==> config.mk <==
export PLATFORM = sky130hd
export DESIGN_NAME = ticket_queue_with_priority_insert
export DESIGN_NICKNAME = d
export VERILOG_FILES = /design/src/rtl/core/tqpi_pkg.sv /design/src/rtl/core/tqpi_ctrl.sv /design/src/rtl/core/tqpi_dpath.sv /design/src/rtl/core/ticket_queue_with_priority_insert.sv
export SDC_FILE = /design/constraint.sdc
export NUM_CORES = 1
export LEC_CHECK = 0
export BUFFER_PORTS_ARGS = -buffer_cell sky130_fd_sc_hd__buf_2
export CAP_MARGIN = 20
export CORE_UTILIZATION = 42
export DETAILED_ROUTE_END_ITERATION = 10
export GPL_TIMING_DRIVEN = 0
export SYNTH_ARGS = -nofsm -noshare
export SYNTH_HDL_FRONTEND = slang
export SYNTH_HIERARCHICAL = 1
export SYNTH_SLANG_ARGS = --single-unit
==> constraint.sdc <==
create_clock -name clk -period 7.3 [get_ports clk]
set_clock_uncertainty 0.15 [all_clocks]
set_input_delay 1.46 -clock clk [delete_from_list [all_inputs] [get_ports clk]]
set_output_delay 1.46 -clock clk [all_outputs]
set_load 0.1 [all_outputs]
==> src/rtl/core/tqpi_pkg.sv <==
// ----------------------------------------------------------------------------
// tqpi_pkg
// shared types and constants for the ticket queue with priority insert
// ----------------------------------------------------------------------------
package tqpi_pkg;

	localparam int TQ_DEPTH = 16;
	localparam int ID_W     = 32;
	localparam int TICKET_W = 16;

	localparam logic [TICKET_W-1:0] TICKET_START = TICKET_W'(1);

	typedef enum logic [1:0] {
		CMD_PUSH_BACK  = 2'd0,
		CMD_PUSH_FRONT = 2'd1,
		CMD_POP        = 2'd2,
		CMD_LIST       = 2'd3
	} cmd_t;

	typedef enum logic [2:0] {
		STAT_QUEUED = 3'd0,
		STAT_POPPED = 3'd1,
		STAT_EMPTY  = 3'd2,
		STAT_FULL   = 3'd3,
		STAT_LIST   = 3'd4
	} status_t;

	typedef enum logic [1:0] {
		S_IDLE,
		S_EXEC,
		S_POP,
		S_LIST
	} state_t;

	// one command transaction
	typedef struct packed {
		cmd_t              command;
		logic [ID_W-1:0]   patient_id;
	} req_t;

	// one result transaction
	typedef struct packed {
		status_t             status;
		logic [ID_W-1:0]     out_id;
		logic [TICKET_W-1:0] ticket;
		logic                last;
	} rsp_t;

	// controller to datapath commands
	typedef struct packed {
		logic    load;
		logic    push;
		logic    rd_start;
		logic    rd_step;
		logic    pop_commit;
		logic    emit;
		status_t emit_status;
		logic    emit_last;
	} ctl_t;

	// datapath to controller status
	typedef struct packed {
		cmd_t cmd;
		logic empty;
		logic full;
		logic list_last;
	} sts_t;

endpackage

==> src/rtl/core/tqpi_ctrl.sv <==
// ----------------------------------------------------------------------------
// tqpi_ctrl
// command sequencer: decodes the latched command and steps pop and list reads
// ----------------------------------------------------------------------------
module tqpi_ctrl
	import tqpi_pkg::*;
(
	input  logic clk,
	input  logic arst_n,
	input  logic start,
	input  sts_t sts,
	output ctl_t ctl,
	output logic busy
);

	state_t state_q;
	state_t state_d;

	always_ff @(posedge clk or negedge arst_n) begin
		if (!arst_n) begin
			state_q <= S_IDLE;
		end else begin
			state_q <= state_d;
		end
	end

	always_comb begin
		state_d         = state_q;
		ctl             = '0;
		ctl.emit_status = STAT_EMPTY;
		busy            = 1'b1;
		case (state_q)
			S_IDLE: begin
				busy = 1'b0;
				if (start) begin
					ctl.load = 1'b1;
					state_d  = S_EXEC;
				end
			end
			S_EXEC: begin
				case (sts.cmd)
					CMD_PUSH_BACK, CMD_PUSH_FRONT: begin
						ctl.emit      = 1'b1;
						ctl.emit_last = 1'b1;
						if (sts.full) begin
							ctl.emit_status = STAT_FULL;
						end else begin
							ctl.push        = 1'b1;
							ctl.emit_status = STAT_QUEUED;
						end
						state_d = S_IDLE;
					end
					CMD_POP, CMD_LIST: begin
						if (sts.empty) begin
							ctl.emit        = 1'b1;
							ctl.emit_last   = 1'b1;
							ctl.emit_status = STAT_EMPTY;
							state_d         = S_IDLE;
						end else begin
							ctl.rd_start = 1'b1;
							state_d      = (sts.cmd == CMD_POP) ? S_POP : S_LIST;
						end
					end
					default: begin
						state_d = S_IDLE;
					end
				endcase
			end
			S_POP: begin
				ctl.emit        = 1'b1;
				ctl.emit_last   = 1'b1;
				ctl.emit_status = STAT_POPPED;
				ctl.pop_commit  = 1'b1;
				state_d         = S_IDLE;
			end
			S_LIST: begin
				ctl.emit        = 1'b1;
				ctl.emit_status = STAT_LIST;
				ctl.emit_last   = sts.list_last;
				if (sts.list_last) begin
					state_d = S_IDLE;
				end else begin
					ctl.rd_step = 1'b1;
				end
			end
			default: begin
				state_d = S_IDLE;
			end
		endcase
	end

endmodule

==> src/rtl/core/tqpi_dpath.sv <==
// ----------------------------------------------------------------------------
// tqpi_dpath
// ring storage, head and count registers, ticket counter and result register
// ----------------------------------------------------------------------------
module tqpi_dpath
	import tqpi_pkg::*;
#(
	parameter int DEPTH = TQ_DEPTH
)
(
	input  logic clk,
	input  logic arst_n,
	input  req_t req,
	input  ctl_t ctl,
	output sts_t sts,
	output rsp_t rsp,
	output logic rsp_strobe
);

	localparam int IW = $clog2(DEPTH);
	localparam int CW = $clog2(DEPTH + 1);
	localparam logic [IW:0]   DEPTH_W = (IW + 1)'(DEPTH);
	localparam logic [IW-1:0] LAST_SLOT = IW'(DEPTH - 1);
	localparam logic [CW-1:0] DEPTH_C = CW'(DEPTH);

	// ring memory
	logic [ID_W-1:0]     id_store     [DEPTH];
	logic [TICKET_W-1:0] ticket_store [DEPTH];

	req_t                req_q;
	logic [IW-1:0]       head_q;
	logic [CW-1:0]       count_q;
	logic [TICKET_W-1:0] next_ticket_q;
	logic [IW-1:0]       list_ptr_q;
	logic [CW-1:0]       list_rem_q;
	logic [ID_W-1:0]     rd_id_q;
	logic [TICKET_W-1:0] rd_ticket_q;
	rsp_t                rsp_q;
	logic                strobe_q;

	logic [IW:0]   tail_sum;
	logic [IW-1:0] tail_slot;
	logic [IW-1:0] head_dec;
	logic [IW-1:0] head_inc;
	logic [IW-1:0] list_inc;
	logic [IW-1:0] wr_addr;
	logic [IW-1:0] rd_addr;
	logic          rd_en;

	// tail slot = (head + count) mod depth, sum stays below twice the depth
	always_comb begin
		tail_sum  = {1'b0, head_q} + {1'b0, count_q[IW-1:0]};
		tail_slot = (tail_sum >= DEPTH_W) ? IW'(tail_sum - DEPTH_W) : tail_sum[IW-1:0];
		head_dec  = (head_q == '0) ? LAST_SLOT : head_q - IW'(1);
		head_inc  = (head_q == LAST_SLOT) ? '0 : head_q + IW'(1);
		list_inc  = (list_ptr_q == LAST_SLOT) ? '0 : list_ptr_q + IW'(1);
		wr_addr   = (req_q.command == CMD_PUSH_FRONT) ? head_dec : tail_slot;
		rd_en     = ctl.rd_start | ctl.rd_step;
		rd_addr   = ctl.rd_step ? list_inc : head_q;
	end

	always_comb begin
		sts.cmd       = req_q.command;
		sts.empty     = (count_q == '0);
		sts.full      = (count_q >= DEPTH_C);
		sts.list_last = (list_rem_q == CW'(1));
	end

	always_ff @(posedge clk) begin
		if (ctl.push) begin
			id_store[wr_addr]     <= req_q.patient_id;
			ticket_store[wr_addr] <= next_ticket_q;
		end
		if (rd_en) begin
			rd_id_q     <= id_store[rd_addr];
			rd_ticket_q <= ticket_store[rd_addr];
		end
	end

	always_ff @(posedge clk) begin
		if (ctl.load) begin
			req_q <= req;
		end
		if (rd_en) begin
			list_ptr_q <= rd_addr;
		end
		if (ctl.rd_start) begin
			list_rem_q <= count_q;
		end else if (ctl.rd_step) begin
			list_rem_q <= list_rem_q - CW'(1);
		end
		if (ctl.emit) begin
			rsp_q.status <= ctl.emit_status;
			rsp_q.last   <= ctl.emit_last;
			case (ctl.emit_status)
				STAT_QUEUED: begin
					rsp_q.out_id <= req_q.patient_id;
					rsp_q.ticket <= next_ticket_q;
				end
				STAT_POPPED, STAT_LIST: begin
					rsp_q.out_id <= rd_id_q;
					rsp_q.ticket <= rd_ticket_q;
				end
				default: begin
					rsp_q.out_id <= '0;
					rsp_q.ticket <= '0;
				end
			endcase
		end
	end

	always_ff @(posedge clk or negedge arst_n) begin
		if (!arst_n) begin
			head_q        <= '0;
			count_q       <= '0;
			next_ticket_q <= TICKET_START;
			strobe_q      <= 1'b0;
		end else begin
			strobe_q <= ctl.emit;
			if (ctl.push) begin
				count_q       <= count_q + CW'(1);
				next_ticket_q <= next_ticket_q + TICKET_W'(1);
				if (req_q.command == CMD_PUSH_FRONT) begin
					head_q <= head_dec;
				end
			end else if (ctl.pop_commit) begin
				count_q <= count_q - CW'(1);
				head_q  <= head_inc;
			end
		end
	end

	assign rsp        = rsp_q;
	assign rsp_strobe = strobe_q;

	a_count_bound: assert property (@(posedge clk) disable iff (!arst_n)
		count_q <= DEPTH_C)
		else $error("entry count above depth");

	a_head_bound: assert property (@(posedge clk) disable iff (!arst_n)
		head_q <= LAST_SLOT)
		else $error("head index outside ring");

	a_push_not_full: assert property (@(posedge clk) disable iff (!arst_n)
		ctl.push |-> !sts.full)
		else $error("push into full ring");

	a_pop_not_empty: assert property (@(posedge clk) disable iff (!arst_n)
		ctl.pop_commit |-> !sts.empty)
		else $error("pop from empty ring");

	a_push_count: assert property (@(posedge clk) disable iff (!arst_n)
		ctl.push |=> (count_q == $past(count_q) + CW'(1)) && strobe_q)
		else $error("push did not grow queue or report");

endmodule

==> src/rtl/core/ticket_queue_with_priority_insert.sv <==
// ----------------------------------------------------------------------------
// ticket_queue_with_priority_insert
// bounded ring queue that hands out ticket numbers, with head insert, pop
// and a walk over all waiting entries
// ----------------------------------------------------------------------------
//
// channel   ports                 handshake
// --------  --------------------  ------------------------------------------
// command   req (req_t)           taken when start && !busy
// result    rsp (rsp_t)           valid for one cycle while rsp_strobe is high
//
// - a push or an empty pop or list passes the command and result registers;
//   busy drops the cycle the result shows, so a new command is taken only
//   once the previous result is out
// - a pop also passes the registered read port of the ring memory
// - a list of n entries gives its n results back to back, one ring read each
// - reset clears head, count and the ticket counter (back to 1); the ring
//   memory is not cleared, only slots holding waiting entries are ever read
// - results cannot be stalled: each result transaction is taken in its cycle
//
module ticket_queue_with_priority_insert
	import tqpi_pkg::*;
#(
	parameter int DEPTH = TQ_DEPTH
)
(
	input  logic clk,
	input  logic arst_n,
	input  logic start,
	output logic busy,
	input  req_t req,
	output rsp_t rsp,
	output logic rsp_strobe
);

	// controller and datapath talk only through these two groups
	ctl_t ctl;
	sts_t sts;

	// sequencer: idle, decode, pop read wait, list walk
	tqpi_ctrl u_ctrl (
		.clk    (clk),
		.arst_n (arst_n),
		.start  (start),
		.sts    (sts),
		.ctl    (ctl),
		.busy   (busy)
	);

	// ring memory, pointers, ticket counter and result register
	tqpi_dpath #(
		.DEPTH (DEPTH)
	) u_dpath (
		.clk        (clk),
		.arst_n     (arst_n),
		.req        (req),
		.ctl        (ctl),
		.sts        (sts),
		.rsp        (rsp),
		.rsp_strobe (rsp_strobe)
	);

endmodule

[After elaboration in Yosys (flattened, before gate mapping)]
Memory sizes are Yosys's and may differ from the RTL's. A register that Yosys moved wholly into a read port is not among the register bits.
Cells that the tools add are included.
Operators by class
  $add $sub $neg: 9
  order comparisons: 2
  equality and inequality tests: 14
  mux-type cells: 37
  bitwise gates (word level): 1
  reduce and logical (&&, ||, !) cells: 12
Operators with widths (count)
  case mux 48 bit (2 select lines): 1
  2-to-1 mux 4 bit: 9
  2-to-1 mux 5 bit: 5
  adder 16 x 1 -> 16 bit (second input constant): 1
  case mux 5 bit (3 select lines): 1
  2-to-1 mux 1 bit: 13
  >= comparator 5 bit (second input constant): 2
  2-to-1 mux 2 bit: 5
  case mux 5 bit (2 select lines): 1
  subtractor 5 x 1 -> 5 bit (second input constant): 2
  adder 4 x 1 -> 4 bit (second input constant): 2
  equality test 2 bit (second input constant): 4
  equality test 4 bit (second input constant): 2
  case mux 2 bit (4 select lines): 1
  subtractor 4 x 1 -> 4 bit (second input constant): 2
  OR reduction 2 bit: 3
  adder 4 x 4 -> 5 bit: 1
  adder 5 x 1 -> 5 bit (second input constant): 1
  equality test 5 x 1 -> 1 bit (second input constant): 1
  logical NOT 5 bit: 1
  equality test 2 x 1 -> 1 bit (second input constant): 2
  logical NOT 2 bit: 2
  logical NOT 4 bit: 1
  inequality test 2 x 1 -> 1 bit (second input constant): 2
  8 further kinds: 10
Word-level totals
  register bits: 123
  memory bits (writable): 768
  bits of input ports: 37
  output and inout bits: 54
  logic and storage cells: 90
  memories kept: 2
Memories
  u_dpath.id_store: words 16, width 32, rd ports 1, clocked after Yosys merged registers in 1, wr ports 1, line tqpi_dpath.sv:27  | logic [ID_W-1:0] id_store [DEPTH];
  u_dpath.ticket_store: words 16, width 16, rd ports 1, clocked after Yosys merged registers in 1, wr ports 1, line tqpi_dpath.sv:28  | logic [TICKET_W-1:0] ticket_store [DEPTH];

[Longest topological paths before layout]
Gate-level depths: netlist of the first run.
  depth in word-level cells: 7
  gate-level depth with buffers: 12
  mapped depth without buffers: 9

[By module]
The synthesis of the first run kept the hierarchy.
By module, submodules not included
  tqpi_dpath: times used 1, cells each 1583, area each 35829.4 µm², seq. area each 28008.1 µm²
  tqpi_ctrl: times used 1, cells each 21, area each 175.2 µm², seq. area each 50.0 µm²

[Least setup slack after synthesis of the first run]
OpenSTA, ideal clock, no wires.
  path kind: register to register
  start: reg u_dpath.head_q[0]
  end: mem u_dpath.id_store[3][0], enable pin
  library setup time: 0.513 ns
  arrival time: 5.053 ns
  required time: 6.637 ns
  slack: 1.584 ns
  cell stages (with the launch flop): 9
  buffers on the path: 1
  period minus slack after synthesis: 5.716 ns
  path through: dfrtp_1 > clkbuf_1 > inv_1 > ha_1 > o21bai_1 > a21oi_1 > a41oi_1 > mux2_2 > nor3_1
Between the ends
  word-level cells in the longest chain between the ends: 4
  elaborated cells on any way between the ends: 8
  classes of those cells: add/sub (3); order compare (1); mux (3); reduce/logical (1)
RTL lines
  from (decl): line tqpi_dpath.sv:31  | logic [IW-1:0] head_q;
  from (signal assigned): line tqpi_dpath.sv:128  | head_q <= head_inc;
  adder 4 x 4 -> 5 bit: line tqpi_dpath.sv:52  | tail_sum = {1'b0, head_q} + {1'b0, count_q[IW-1:0]};
  subtractor 4 x 1 -> 4 bit or >= comparator 5 bit (tied branches): line tqpi_dpath.sv:53  | tail_slot = (tail_sum >= DEPTH_W) ? IW'(tail_sum - DEPTH_W) : tail_sum[IW-1:0];
  2-to-1 mux 4 bit: line tqpi_dpath.sv:53
  2-to-1 mux 4 bit (*): line tqpi_dpath.sv:57  | wr_addr = (req_q.command == CMD_PUSH_FRONT) ? head_dec : tail_slot;
  to (decl): line tqpi_dpath.sv:27
Mark *: on every way between the ends. The rest lies on a longest branch, timed or not.

==> results.rst, run 1 <==
.. list-table::
   :header-rows: 1

   * - Metric
     - Value
   * - Result of the run
     - completed
   * - Top cell types by occurrence after synthesis
     - edfxtp_1, mux4_2, mux2i_1, a22o_1
   * - Final GP Congestion
     - just under 0.8
   * - Number of flip-flops and latches in the synthesized netlist
     - 939
   * - Peak supply drop
     - 0.238 mV
   * - Count of port buffers added during placement
     - 90
   * - Post-CTS Resized
     - 0
   * - Vertical die dimension
     - between 200 and 300 um
   * - Die area
     - just under 90000 sq um
   * - Antenna cells
     - 0
   * - Row count
     - 107
   * - Clock latency on the worst-skew pair
     - 0.66 ns
   * - Switching part of the total power
     - 34.8%
   * - Crit path arrival time
     - 4.35 ns
   * - Total internal power
     - 12.1 mW
   * - Top_reg_cell synth
     - edfxtp_1
   * - Worst slew margin relative to its limit
     - 24.2%
   * - CTS clock-pin slew for the worst setup and hold paths
     - 0.06 ns
   * - Area added between synthesis and finish
     - 17.9%
   * - Mapped Area
     - 36000 sq um
   * - R2R cell count
     - 11
   * - Dominant cell type by area after synthesis
     - edfxtp_1
   * - Number of vias per cell
     - 5.48
   * - Hold WC Path Type
     - register to register
   * - DR iter-0 viols
     - between 1500 and 2000
   * - Post-route fraction of the period consumed by the critical path
     - 56.9%
   * - Async S/R FF share, synth
     - under 10%
   * - Period minus WS final
     - 4.16 ns
   * - Hold_buf cts
     - 0
   * - Clock root cell
     - clkbuf_16
   * - EDFF count, synth
     - approximately 910
   * - Relative contribution of sequential cells to total power
     - 39.4%
   * - Drt pass-1 iters
     - 5
   * - Maximum number of buffers from clock root to sink
     - 3
   * - Share of the core filled with cells in the final layout
     - approximately 50%
   * - Most numerous cell in the Yosys netlist
     - edfxtp_1
   * - Category of the critical setup timing path
     - register to register
   * - Total overflow reported by the global router
     - 0
   * - Startpoint of the lowest-slack register-to-register path
     - u_dpath/sts[4]
   * - IO Count
     - 91
   * - Switching power of the nets
     - approximately 6.5 mW
   * - Synth top area cells
     - edfxtp_1, mux4_2, mux2i_1
   * - Post-route antenna net violation count
     - 0
   * - Starting utilization of the core area
     - 42.4%
   * - Number of nets in the layout
     - 1957
   * - DR vias
     - 17100
   * - Pin count of the biggest net entering global routing
     - 43
   * - Gate count after technology mapping
     - 1604
   * - Final HPWL DP
     - 54.8 mm
   * - Setup repair after global routing missed its margin
     - no
   * - Floorplan die width
     - around 290 um
   * - Worst-case hold path end point
     - u_dpath/count_q[4]
   * - Reg2reg setup slack
     - 3.14 ns
   * - Total routing resource utilization after global routing
     - 19.7%
   * - DRC Markers
     - 0
   * - Count of distinct cell types in the synthesized netlist
     - just under 50
   * - First-pass GRT wire length
     - 122 mm
   * - Max H-tree Level
     - 3
   * - Slew @ Worst Pin
     - 1.14 ns
   * - Yosys warning total
     - 6
   * - Number of max-capacitance violations reported
     - 0
   * - Number of nets produced by synthesis
     - 1655
   * - Pins Over Slew Limit
     - 0
   * - Total wire length
     - approximately 84 mm
   * - Syn avg cell area
     - 22.4 sq um
   * - Maximum achievable frequency
     - 241 MHz
   * - Number of antenna violations at the first check in global routing
     - 2
   * - Clock network fraction of design power
     - 26.1%
   * - Logic gate share of total power
     - 34.6%
   * - RR Endpoint
     - u_dpath/id_store[6][11]
   * - Maximum fanout count along the critical path
     - 10
   * - Final sum of negative setup slack
     - 0 ns
   * - Share of post-route cells with drive strength above 1
     - roughly 31%
   * - Via count of the first global-routing pass
     - 17700
   * - Number of stages on the worst hold path
     - 1
   * - Number of hold-slack violations in the final timing report
     - 0
   * - Worst hold path startpoint
     - u_dpath/count_q[4]
   * - Number of clock sinks
     - roughly 940
   * - Number of endpoints failing setup at the final stage
     - 0
   * - Critical Path RT
     - 7.49 ns
   * - Setup Buffers After CTS
     - 0
   * - Sort of element at the end of the critical path
     - register
   * - Core Region
     - 85000 sq um
   * - Pwr Density
     - 439 nW/um^2
   * - Wirelength per Cell
     - 26.8 um
   * - Static leakage
     - 14.3 nW
   * - Setup crit start kind
     - register
   * - Post-synth top area share
     - 76.0%
   * - Sequential share of the synthesized area
     - ~80%
   * - Hold WS
     - 0.382 ns
   * - CTS tree
     - built
   * - Num CTS Buffers
     - 96
## worst max-delay path, stage by stage (launching register included)
cell	delay [ns]
edfxtp_1	0.40
buf_4	0.15
nand2b_1	0.16
nor3_1	0.13
clkbuf_1	0.41
clkbuf_1	0.46
o21ai_0	0.45
nor3_2	0.71
buf_6	0.27
buf_6	0.17
buf_6	0.18
buf_6	0.19
## state kept, by name (all words and copies together), names as in the netlist
| signal | flops |
|---|---|
| u_ctrl/state_q | 2 |
| u_dpath/count_q | 5 |
| u_dpath/head_q | 4 |
| u_dpath/id_store | 512 |
| u_dpath/list_ptr_q | 4 |
| u_dpath/list_rem_q | 5 |
| u_dpath/next_ticket_q | 16 |
| u_dpath/rd_id_q | 32 |
| u_dpath/rd_ticket_q | 16 |
| u_dpath/req_q | 32 |
| u_dpath/rsp | 52 |
| u_dpath/rsp_strobe | 1 |
| u_dpath/sts | 2 |
| u_dpath/ticket_store | 256 |
## metal layers
| metal | vias to the layer above | track usage [%] | routed length (um) | part of all wire (%) |
|---|---|---|---|---|
| li1 | 7332 | - | - | - |
| met1 | 9092 | 27.4 | 35700 | 42 |
| met2 | 586 | 32.1 | 41100 | 49 |
| met3 | 130 | 3.58 | 5390 | 6.4 |
| met4 | 2 | 5.06 | 1720 | 2.0 |
| met5 | - | 0 | 13 | 0.015 |
## cells in the final DEF, fill, tap and decap left out, types with 3 or more instances in the layout
cell type,synthesis,layout
clkbuf_1,27,45
a31oi_1,3,3
inv_6,0,5
nor3_2,0,16
xor2_1,10,10
nor2_1,14,14
buf_8,0,19
mux2i_1,146,146
nand3_1,9,9
inv_1,14,14
buf_4,22,32
a21oi_1,9,9
buf_6,2,83
a21o_1,5,4
clkbuf_16,0,97
and3_1,5,5
nand2_1,23,23
o21ai_0,14,14
nand4_1,3,3
buf_12,0,3
clkinv_2,0,19
bufinv_16,0,11
mux2_2,5,5
dfrtp_1,27,27
clkinv_1,0,21
ha_1,12,12
nand2b_1,4,4
buf_1,4,4
nor3_1,22,6
edfxtp_1,911,911
a22o_1,48,48
xnor2_1,18,18
buf_2,25,115
mux4_2,192,192
nor2b_1,4,4
## stage by stage
stage / total power, mW / worst slack, ns / cells / area [sq um]
CTS: 18.8 / 3.24 / 3127 / 42400
detailed placement: 13.9 / 3.25 / 2951 / 39300
finish: 18.6 / 3.14 / 3128 / 42500
floorplan: 12.0 / 1.58 / 1604 / 36000
global route: 19.4 / 3.01 / 3128 / 42500
global placement: 13.7 / -3.25 / 2838 / 37900
## cells by family (layout without fill, tap and decap cells)
| group | after synthesis | after routing | synth area share (%) |
|---|---|---|---|
| adders and majority gates | 14 | 14 | 0.528 |
| buffers and inverters | 94 | 474 | 1.34 |
| xor gates and xnor gates | 28 | 28 | 0.681 |
| muxes | 344 | 344 | 16.3 |
| AOI/OAI and AO/OA | 92 | 92 | 1.94 |
| and+or+nand+nor | 93 | 93 | 1.29 |
| DFF | 939 | 939 | 77.9 |
## worst max path at each step
stage	end	startpoint	cells past startpoint
6_report	u_dpath/id_store[6][11]	u_dpath/sts[4]	11
3_3_place_gp	u_dpath/id_store[10][8]	u_dpath/sts[4]	7
4_1_cts	u_dpath/id_store[6][11]	u_dpath/sts[4]	11
5_1_grt	u_dpath/id_store[6][11]	u_dpath/sts[4]	11
2_1_floorplan	u_dpath/id_store[3][0]	u_dpath/head_q[0]	8
3_5_place_dp	u_dpath/id_store[6][10]	u_dpath/sts[4]	11
## area by class of cell
type	count	area, sq um
Buffer	80	429
Sequential cell	939	28100
Inverter	14	52.6
Tap cell	1144	1430
Clock inverter	60	603
Fill cell	6800	42600
Multi-Input combinational cell	571	7560
Clock buffer	116	2510
Timing Repair Buffer	204	1810
## power groups by stage
stage	Combinational (mW)	Sequential [mW]	Clock (mW)
5_1_grt	6.82	7.41	5.14
3_3_place_gp	6.18	7.48	0
2_1_floorplan	3.53	8.44	0
6_report	6.44	7.33	4.85
4_1_cts	6.52	7.34	4.95
3_5_place_dp	6.49	7.44	0
Note: power is estimated with default switching activity, not from simulation.
==> run 2: changes to the inputs <==
- clock period: 7.3 -> 4.1 ns (I/O delays scaled with it)
==> run 2 against run 1 <==
Net effect: maximum frequency increased by 5.0%; final area increased by 1.2%; flip-flop and latch count unchanged; global-route usage is 0.17 points higher; routed wire length up 1.0%; worst setup slack got worse by 3.0 ns; combinational power increased by 83%; critical endpoint is now u_dpath/id_store[2][11].
==> results.rst, run 2 (same netlist as run 1, synthesis figures left out) <==
.. list-table::
   :header-rows: 1

   * - Metric
     - Value
   * - Count of port buffers added during placement
     - 90 (unchanged)
   * - Total wire length
     - 84.8 mm (was 83.9 mm)
   * - Category of the critical setup timing path
     - register to register (unchanged)
   * - DR vias
     - 17100 (about the same)
   * - Hold WC Path Type
     - input pin to asynchronous set/reset pin (was register to register)
   * - Final HPWL DP
     - 54.9 mm (was 54.8 mm)
   * - Area after DPL
     - 39700 sq um (was 39300 sq um)
   * - Share of post-route cells with drive strength above 1
     - 29.7% (was 30.9%)
   * - Fin area
     - 43000 sq um (was 42500 sq um)
   * - Via count of the first global-routing pass
     - 17800 (was 17700)
   * - Total overflow reported by the global router
     - 0 (unchanged)
   * - Number of clock sinks
     - 939 (unchanged)
   * - Maximum number of buffers from clock root to sink
     - 3 (unchanged)
   * - Drt pass-1 iters
     - 5 (unchanged)
   * - Core Region
     - 85000 sq um (unchanged)
   * - Flip-flop count of the largest register after layout
     - 512 (unchanged)
   * - Number of endpoints failing setup at the final stage
     - 0 (unchanged)
   * - Final critical-path setup slack
     - 0.140 ns (was 3.14 ns)
   * - Total design power
     - 33.7 mW (was 18.6 mW)
   * - Period minus WS final
     - 3.96 ns (was 4.16 ns)
   * - Number of antenna violations at the first check in global routing
     - 3 (was 2)
   * - Number of vias per cell
     - 5.54 (was 5.48)
   * - DRC Markers
     - 0 (unchanged)
   * - Worst slew margin relative to its limit
     - 23.8% (was 24.2%)
   * - Pre-CTS setup slack
     - 0.0101 ns (was 3.25 ns)
   * - Total routing resource utilization after global routing
     - 19.9% (was 19.7%)
   * - Post-route antenna net violation count
     - 0 (unchanged)
   * - Setup crit start kind
     - register (unchanged)
   * - Maximum fanout count along the critical path
     - 12 (was 10)
   * - Pwr Density
     - 785 nW/um^2 (was 439 nW/um^2)
   * - RR Endpoint
     - u_dpath/id_store[2][11] (was u_dpath/id_store[6][11])
   * - Final GP Congestion
     - 0.754 (was 0.782)
   * - Area added between synthesis and finish
     - 19.3% (was 17.9%)
   * - Max H-tree Level
     - 3 (unchanged)
   * - Vertical die dimension
     - 295 um (unchanged)
   * - Static leakage
     - 14.4 nW (was 14.3 nW)
   * - Sort of element at the end of the critical path
     - register (unchanged)
   * - Commonest cells after routing, fill and taps aside
     - edfxtp_1, mux4_2, mux2i_1 (unchanged)
   * - CTS tree
     - built (unchanged)
   * - Setup repair after global routing missed its margin
     - no (unchanged)
   * - CTS clock-pin slew for the worst setup and hold paths
     - 0.06 ns (about the same)
   * - Num CTS Buffers
     - 97 (was 96)
   * - Post-route fraction of the period consumed by the critical path
     - 96.6% (was 56.9%)
   * - IO Count
     - 91 (unchanged)
   * - Clock root cell
     - clkbuf_16 (unchanged)
   * - Critical Path RT
     - 4.29 ns (was 7.49 ns)
   * - Hold_buf cts
     - 0 (unchanged)
   * - R2R cell count
     - 11 (unchanged)
   * - Crit path arrival time
     - 4.15 ns (was 4.35 ns)
   * - Startpoint of the lowest-slack register-to-register path
     - u_dpath/sts[4] (unchanged)
   * - Number of max-capacitance violations reported
     - 0 (unchanged)
   * - Clock latency on the worst-skew pair
     - 0.65 ns (was 0.66 ns)
   * - Floorplan die width
     - 295 um (unchanged)
   * - Filler instances
     - 6642 (was 6800)
   * - Most frequent standard cell in the layout excluding fill and tap cells
     - edfxtp_1 (unchanged)
   * - Slew @ Worst Pin
     - 1.14 ns (about the same)
   * - Pins Over Slew Limit
     - 0 (unchanged)
   * - Number of hold-slack violations in the final timing report
     - 0 (unchanged)
   * - Result of the run
     - completed (unchanged)
   * - Pin count of the biggest net entering global routing
     - 38 (was 43)
   * - First-pass GRT wire length
     - 123 mm (was 122 mm)
   * - Final sum of negative setup slack
     - 0 ns (unchanged)
   * - Register with the highest flop count
     - u_dpath/id_store (unchanged)
   * - Peak supply drop
     - 0.494 mV (was 0.238 mV)
   * - DR iter-0 viols
     - 1644 (was 1653)
   * - Hold WS
     - 0.109 ns (was 0.382 ns)
   * - Antenna cells
     - 0 (unchanged)
   * - Number of nets in the layout
     - 1922 (was 1957)
   * - Reg2reg setup slack
     - 0.14 ns (was 3.14 ns)
   * - Die area
     - 86900 sq um (unchanged)
   * - Wirelength per Cell
     - 27.4 um (was 26.8 um)
   * - Maximum achievable frequency
     - 253 MHz (was 241 MHz)
   * - Row count
     - 107 (unchanged)
   * - Starting utilization of the core area
     - 42.4% (unchanged)
[run 2: changes by cell type in the layout (fill, tap and decap cells not counted), moves of 4 or more]
cell / delta
clkinv_2: -5
buf_8: +9
buf_16: +42
buf_6: -80
nor3_4: +16
nor3_2: -16
clkinv_1: -5
clkbuf_1: +4
buf_4: -8
[run 2: timing repair]
| item | CTS | global route |
|---|---|---|
| setup buffers | 0 | 1 |
| resized for setup | 1 | 0 |
| endpoints found under the setup margin | 1 | 12 |
| pin swaps | 0 | 1 |
[run 2: worst max-delay path by stage]
stage	cells past startpoint	slack, ns	endpoint	start
2_1_floorplan	8	-0.19	u_dpath/id_store[4][0]	u_dpath/head_q[0]
3_3_place_gp	7	-2.90	u_dpath/id_store[2][5]	u_dpath/sts[4]
3_5_place_dp	11	0.01	u_dpath/rd_ticket_q[8]	u_dpath/list_rem_q[1]
4_1_cts	7	0.07	u_dpath/rsp[19]	u_ctrl/state_q[1]
5_1_grt	11	0.02	u_dpath/id_store[2][11]	u_dpath/sts[4]
6_report	11	0.14	u_dpath/id_store[2][11]	u_dpath/sts[4]
[run 2: worst max-delay path, cell delays in order (launching register included)]
cell	delay, ns
edfxtp_1	0.40
buf_4	0.15
nand2b_1	0.16
nor3_1	0.13
clkbuf_1	0.40
clkbuf_1	0.44
o21ai_0	0.33
buf_2	0.27
nor3_4	0.64
buf_16	0.24
buf_16	0.17
buf_16	0.16
[run 2: area by class of cell]
type	instances	area [sq um]	area share, %
multi-input cells	571	7660	17.8
plain buffers	80	430	1.00
clock buffers	122	2560	5.97
clock inverters	53	633	1.47
flip-flops and latches	939	28100	65.3
well taps	1144	1430	3.33
inverters	14	52.6	0.122
repair buffers	168	2130	4.96
[run 2: per-stage QoR]
step / cells / utilization [%]
2_1_floorplan: 1604 / -
3_3_place_gp: 2838 / 44.7
3_5_place_dp: 2914 / 46.8
4_1_cts: 3089 / 50.5
5_1_grt: 3091 / 50.5
6_report: 3091 / 50.5
[run 2: where the power goes]
| part | internal (mW) | switching [mW] | total, mW |
|---|---|---|---|
| logic | 4.30 | 7.47 | 11.8 |
| clock network | 5.25 | 3.63 | 8.88 |
| registers | 12.3 | 0.706 | 13.1 |
[run 2: metal layers]
| metal | GRT usage (%) | vias up | share of wire, % |
|---|---|---|---|
| met2 | 34.0 | 538 | 51 |
| met1 | 26.4 | 9205 | 41 |
| met5 | 0 | - | 0.024 |
| li1 | - | 7271 | - |
| met3 | 3.16 | 107 | 5.5 |
| met4 | 5.44 | 2 | 2.1 |
==> run 3: changes to the inputs <==
- ABC_AREA: unset -> 1
==> run 3 against run 2 <==
Net effect: hold slack worse by 0.066 ns; register-to-register slack better by 0.13 ns; flip-flop and latch count unchanged; global-route usage up 6.4 points; highest routed layer is now met4; die area up 11%; worst setup slack better by 0.13 ns; non-clock buffer count up 108; total power up 9.9%; utilization down 1.3 points.
==> results.rst, run 3 <==
.. list-table::
   :header-rows: 1

   * - Metric
     - Value
   * - Hold WS
     - 0.0425 ns (was 0.109 ns)
   * - Filler instances
     - 8268 (was 6642)
   * - Pwr Density
     - 803 nW/um^2 (was 785 nW/um^2)
   * - Count of port buffers added during placement
     - 90 (unchanged)
   * - Via count of the first global-routing pass
     - 27200 (was 17800)
   * - Worst path cell trace
     - buf_6, inv_2, nand2_1, nor3_1, inv_1, nor3_1, nand2_1, nor2_4, buf_12, buf_16 (was buf_4, nand2b_1, nor3_1, clkbuf_1, clkbuf_1, o21ai_0, buf_2, nor3_4, buf_16, buf_16, buf_16)
   * - End point of the critical path
     - u_dpath/id_store[8][0] (was u_dpath/id_store[2][11])
   * - Flip-flop count of the largest register after layout
     - 512 (unchanged)
   * - Number of instances in the placed design
     - 5001 (was 2914)
   * - Top cell types by occurrence after synthesis
     - nand3_1, nand2_1, edfxtp_1, inv_1, buf_2 (was edfxtp_1, mux4_2, mux2i_1, a22o_1)
   * - Static leakage
     - 18.7 nW (was 14.4 nW)
   * - R2R cell count
     - 10 (was 11)
   * - Cell with the biggest individual delay on the critical path
     - nor2_4 (was nor3_4)
   * - DR vias
     - 28600 (was 17100)
   * - Total overflow reported by the global router
     - 0 (unchanged)
   * - Period minus WS final
     - 3.83 ns (was 3.96 ns)
   * - Maximum fanout count along the critical path
     - 18 (was 12)
   * - Clock latency on the worst-skew pair
     - 0.69 ns (was 0.65 ns)
   * - Total design power
     - 37.1 mW (was 33.7 mW)
   * - Commonest cells after routing, fill and taps aside
     - nand3_1, nand2_1, edfxtp_1 (was edfxtp_1, mux4_2, mux2i_1)
   * - Total routing resource utilization after global routing
     - 26.3% (was 19.9%)
   * - Die area
     - 96500 sq um (was 86900 sq um)
   * - Pins Over Slew Limit
     - 0 (unchanged)
   * - Slew @ Worst Pin
     - 1.24 ns (was 1.14 ns)
   * - Number of antenna violations at the first check in global routing
     - 2 (was 3)
   * - Mapped Area
     - 40000 sq um (was 36000 sq um)
   * - Async S/R FF share, synth
     - 2.98% (unchanged)
   * - DR iter-0 viols
     - 3702 (was 1644)
   * - Post-route fraction of the period consumed by the critical path
     - 93.4% (was 96.6%)
   * - Setup repair after global routing missed its margin
     - no (unchanged)
   * - Slowest stage delay, CP
     - 0.71 ns (was 0.64 ns)
   * - Result of the run
     - completed (unchanged)
   * - Number of nets produced by synthesis
     - 3668 (was 1655)
   * - Total wire length
     - 128 mm (was 84.8 mm)
   * - Post-route antenna net violation count
     - 0 (unchanged)
   * - Number of nets in the layout
     - 3904 (was 1922)
   * - Hold WC Path Type
     - input pin to asynchronous set/reset pin (unchanged)
   * - Startpoint of the lowest-slack register-to-register path
     - u_ctrl/state_q[1] (was u_dpath/sts[4])
   * - Post-CTS Resized
     - 0 (was 1)
   * - Synth top area cells
     - edfxtp_1, nand3_1, nand2_1 (was edfxtp_1, mux4_2, mux2i_1)
   * - Maximum number of buffers from clock root to sink
     - 3 (unchanged)
   * - Clock root cell
     - clkbuf_16 (unchanged)
   * - Row count
     - 112 (was 107)
   * - IO Count
     - 91 (unchanged)
   * - Count of distinct cell types in the synthesized netlist
     - 34 (was 49)
   * - Vertical die dimension
     - 311 um (was 295 um)
   * - Gate count after technology mapping
     - 3617 (was 1604)
   * - CTS tree
     - built (unchanged)
   * - Final GP Congestion
     - 0.880 (was 0.754)
   * - Register with the highest flop count
     - u_dpath/id_store (unchanged)
   * - Share of the core filled with cells in the final layout
     - 49.2% (was 50.5%)
   * - DRC Markers
     - 0 (unchanged)
   * - Syn avg cell area
     - 11.1 sq um (was 22.4 sq um)
   * - Yosys warning total
     - 6 (unchanged)
   * - Top_reg_cell synth
     - edfxtp_1 (unchanged)
   * - Drt pass-1 iters
     - 6 (was 5)
   * - Core Region
     - 93700 sq um (was 85000 sq um)
   * - Non-filler cells, final
     - 5195 (was 3091)
   * - Category of the critical setup timing path
     - register to register (unchanged)
   * - Most numerous cell in the Yosys netlist
     - nand3_1 (was edfxtp_1)
   * - Number of endpoints failing setup at the final stage
     - 0 (unchanged)
   * - Num CTS Buffers
     - 101 (was 97)
   * - First-pass GRT wire length
     - 184 mm (was 123 mm)
   * - Number of clock sinks
     - 939 (unchanged)
   * - Pin count of the biggest net entering global routing
     - 40 (was 38)
   * - Sort of element at the end of the critical path
     - register (unchanged)
   * - Setup crit start kind
     - register (unchanged)
   * - Critical Path RT
     - 4.33 ns (was 4.29 ns)
   * - Crit path arrival time
     - 4.06 ns (was 4.15 ns)
   * - Starting utilization of the core area
     - 42.7% (was 42.4%)
   * - Number of max-capacitance violations reported
     - 0 (unchanged)
   * - Worst slew margin relative to its limit
     - 17.0% (was 23.8%)
   * - Floorplan die width
     - 311 um (was 295 um)
   * - Startpoint of the most critical setup path
     - u_ctrl/state_q[1] (was u_dpath/sts[4])
   * - Post-synth top area share
     - 68.4% (was 76.0%)
   * - Number of flip-flops and latches in the synthesized netlist
     - 939 (unchanged)
   * - Number of vias per cell
     - 5.50 (was 5.54)
   * - Final sum of negative setup slack
     - 0 ns (unchanged)
   * - CTS clock-pin slew for the worst setup and hold paths
     - 0.06 ns (about the same)
   * - Area added between synthesis and finish
     - 15.4% (was 19.3%)
   * - Number of hold-slack violations in the final timing report
     - 0 (unchanged)
   * - EDFF count, synth
     - 911 (unchanged)
   * - Wirelength per Cell
     - 24.6 um (was 27.4 um)
   * - Share of post-route cells with drive strength above 1
     - 11.5% (was 29.7%)
   * - Max H-tree Level
     - 3 (unchanged)
   * - Sequential share of the synthesized area
     - 70.2% (was 77.9%)
   * - Reg2reg setup slack
     - 0.27 ns (was 0.14 ns)
   * - Peak supply drop
     - 0.713 mV (was 0.494 mV)
   * - Most frequent standard cell in the layout excluding fill and tap cells
     - nand3_1 (was edfxtp_1)
   * - Final HPWL DP
     - 84.2 mm (was 54.9 mm)
   * - RR Endpoint
     - u_dpath/id_store[8][0] (was u_dpath/id_store[2][11])
   * - Maximum achievable frequency
     - 261 MHz (was 253 MHz)
   * - Dominant cell type by area after synthesis
     - edfxtp_1 (unchanged)
## run 3: changes by cell type after synthesis, moves of 25 or more
cell      delta
nand3_1    +952
inv_1      +415
mux2i_1    -146
mux4_2     -192
buf_2      +108
nand2_1    +891
clkbuf_1    +25
a22o_1      -48
nor2_1      +25
## run 3: report_power, final
part / leakage (nW) / total (mW) / internal, mW / switching (mW)
clock network: 1.51 / 8.67 / 4.91 / 3.76
logic: 8.35 / 15.3 / 3.51 / 11.8
registers: 8.81 / 13.1 / 12.3 / 0.772
## run 3: timing repair
item                       4_1_cts  5_1_grt
buffers inserted                 0        2
setup endpoints to repair        0       15
hold buffers                     0        0
## run 3: area by class of cell
class / count / area (sq um) / share of cell area (%)
multi-input cells: 2019 / 9330 / 20.2
clock inverters: 49 / 417 / 0.903
inverters: 436 / 1640 / 3.55
diodes: 3 / 7.51 / 0.0163
well taps: 1254 / 1570 / 3.40
clock buffers: 139 / 2690 / 5.83
repair buffers: 133 / 1330 / 2.89
plain buffers: 223 / 1090 / 2.37
flip-flops and latches: 939 / 28100 / 60.8
## run 3: through the flow
step | setup slack (ns) | area [sq um]
2_1_floorplan | -0.0889 | 40000
3_3_place_gp | -3.41 | 42000
3_5_place_dp | 0.260 | 43000
4_1_cts | 0.229 | 46100
5_1_grt | 0.00383 | 46100
6_report | 0.269 | 46100
## run 3: critical path: cells and delay by family, from the launching register on
kind,cells,cell delay [ns]
simple gates,5,1.96
buf+inv,5,1.03
flops,1,0.37
## run 3: how the worst min path moves through the flow
stage	to	slack [ns]	cells after the start
2_1_floorplan	u_dpath/rsp[13]	0.36	2
3_3_place_gp	u_dpath/rsp[7]	0.41	2
3_5_place_dp	u_dpath/rsp[21]	0.41	2
4_1_cts	u_dpath/count_q[0]	0.04	1
5_1_grt	u_dpath/next_ticket_q[13]	0.10	1
6_report	u_dpath/next_ticket_q[14]	0.04	1
## run 3: cells by family (layout without fill, tap and decap cells)
logic type      after synthesis  after routing  synth area share [%]
buf+inv                     659            980                  6.83
other cells                   0              3                     0
flops                       939            939                  70.2
simple gates               1929           1929                  21.2
fa+ha+maj                    14             14                 0.476
xor+xnor                     26             26                 0.569
compound gates               50             50                 0.726
## run 3: routing by layer
layer	GRT usage (%)	wire length [um]	up-vias
met4	11.2	5340	0
met5	0	0	-
met1	35.4	51100	14000
met2	41.6	59000	1550
met3	5.16	12400	277
li1	-	-	12800
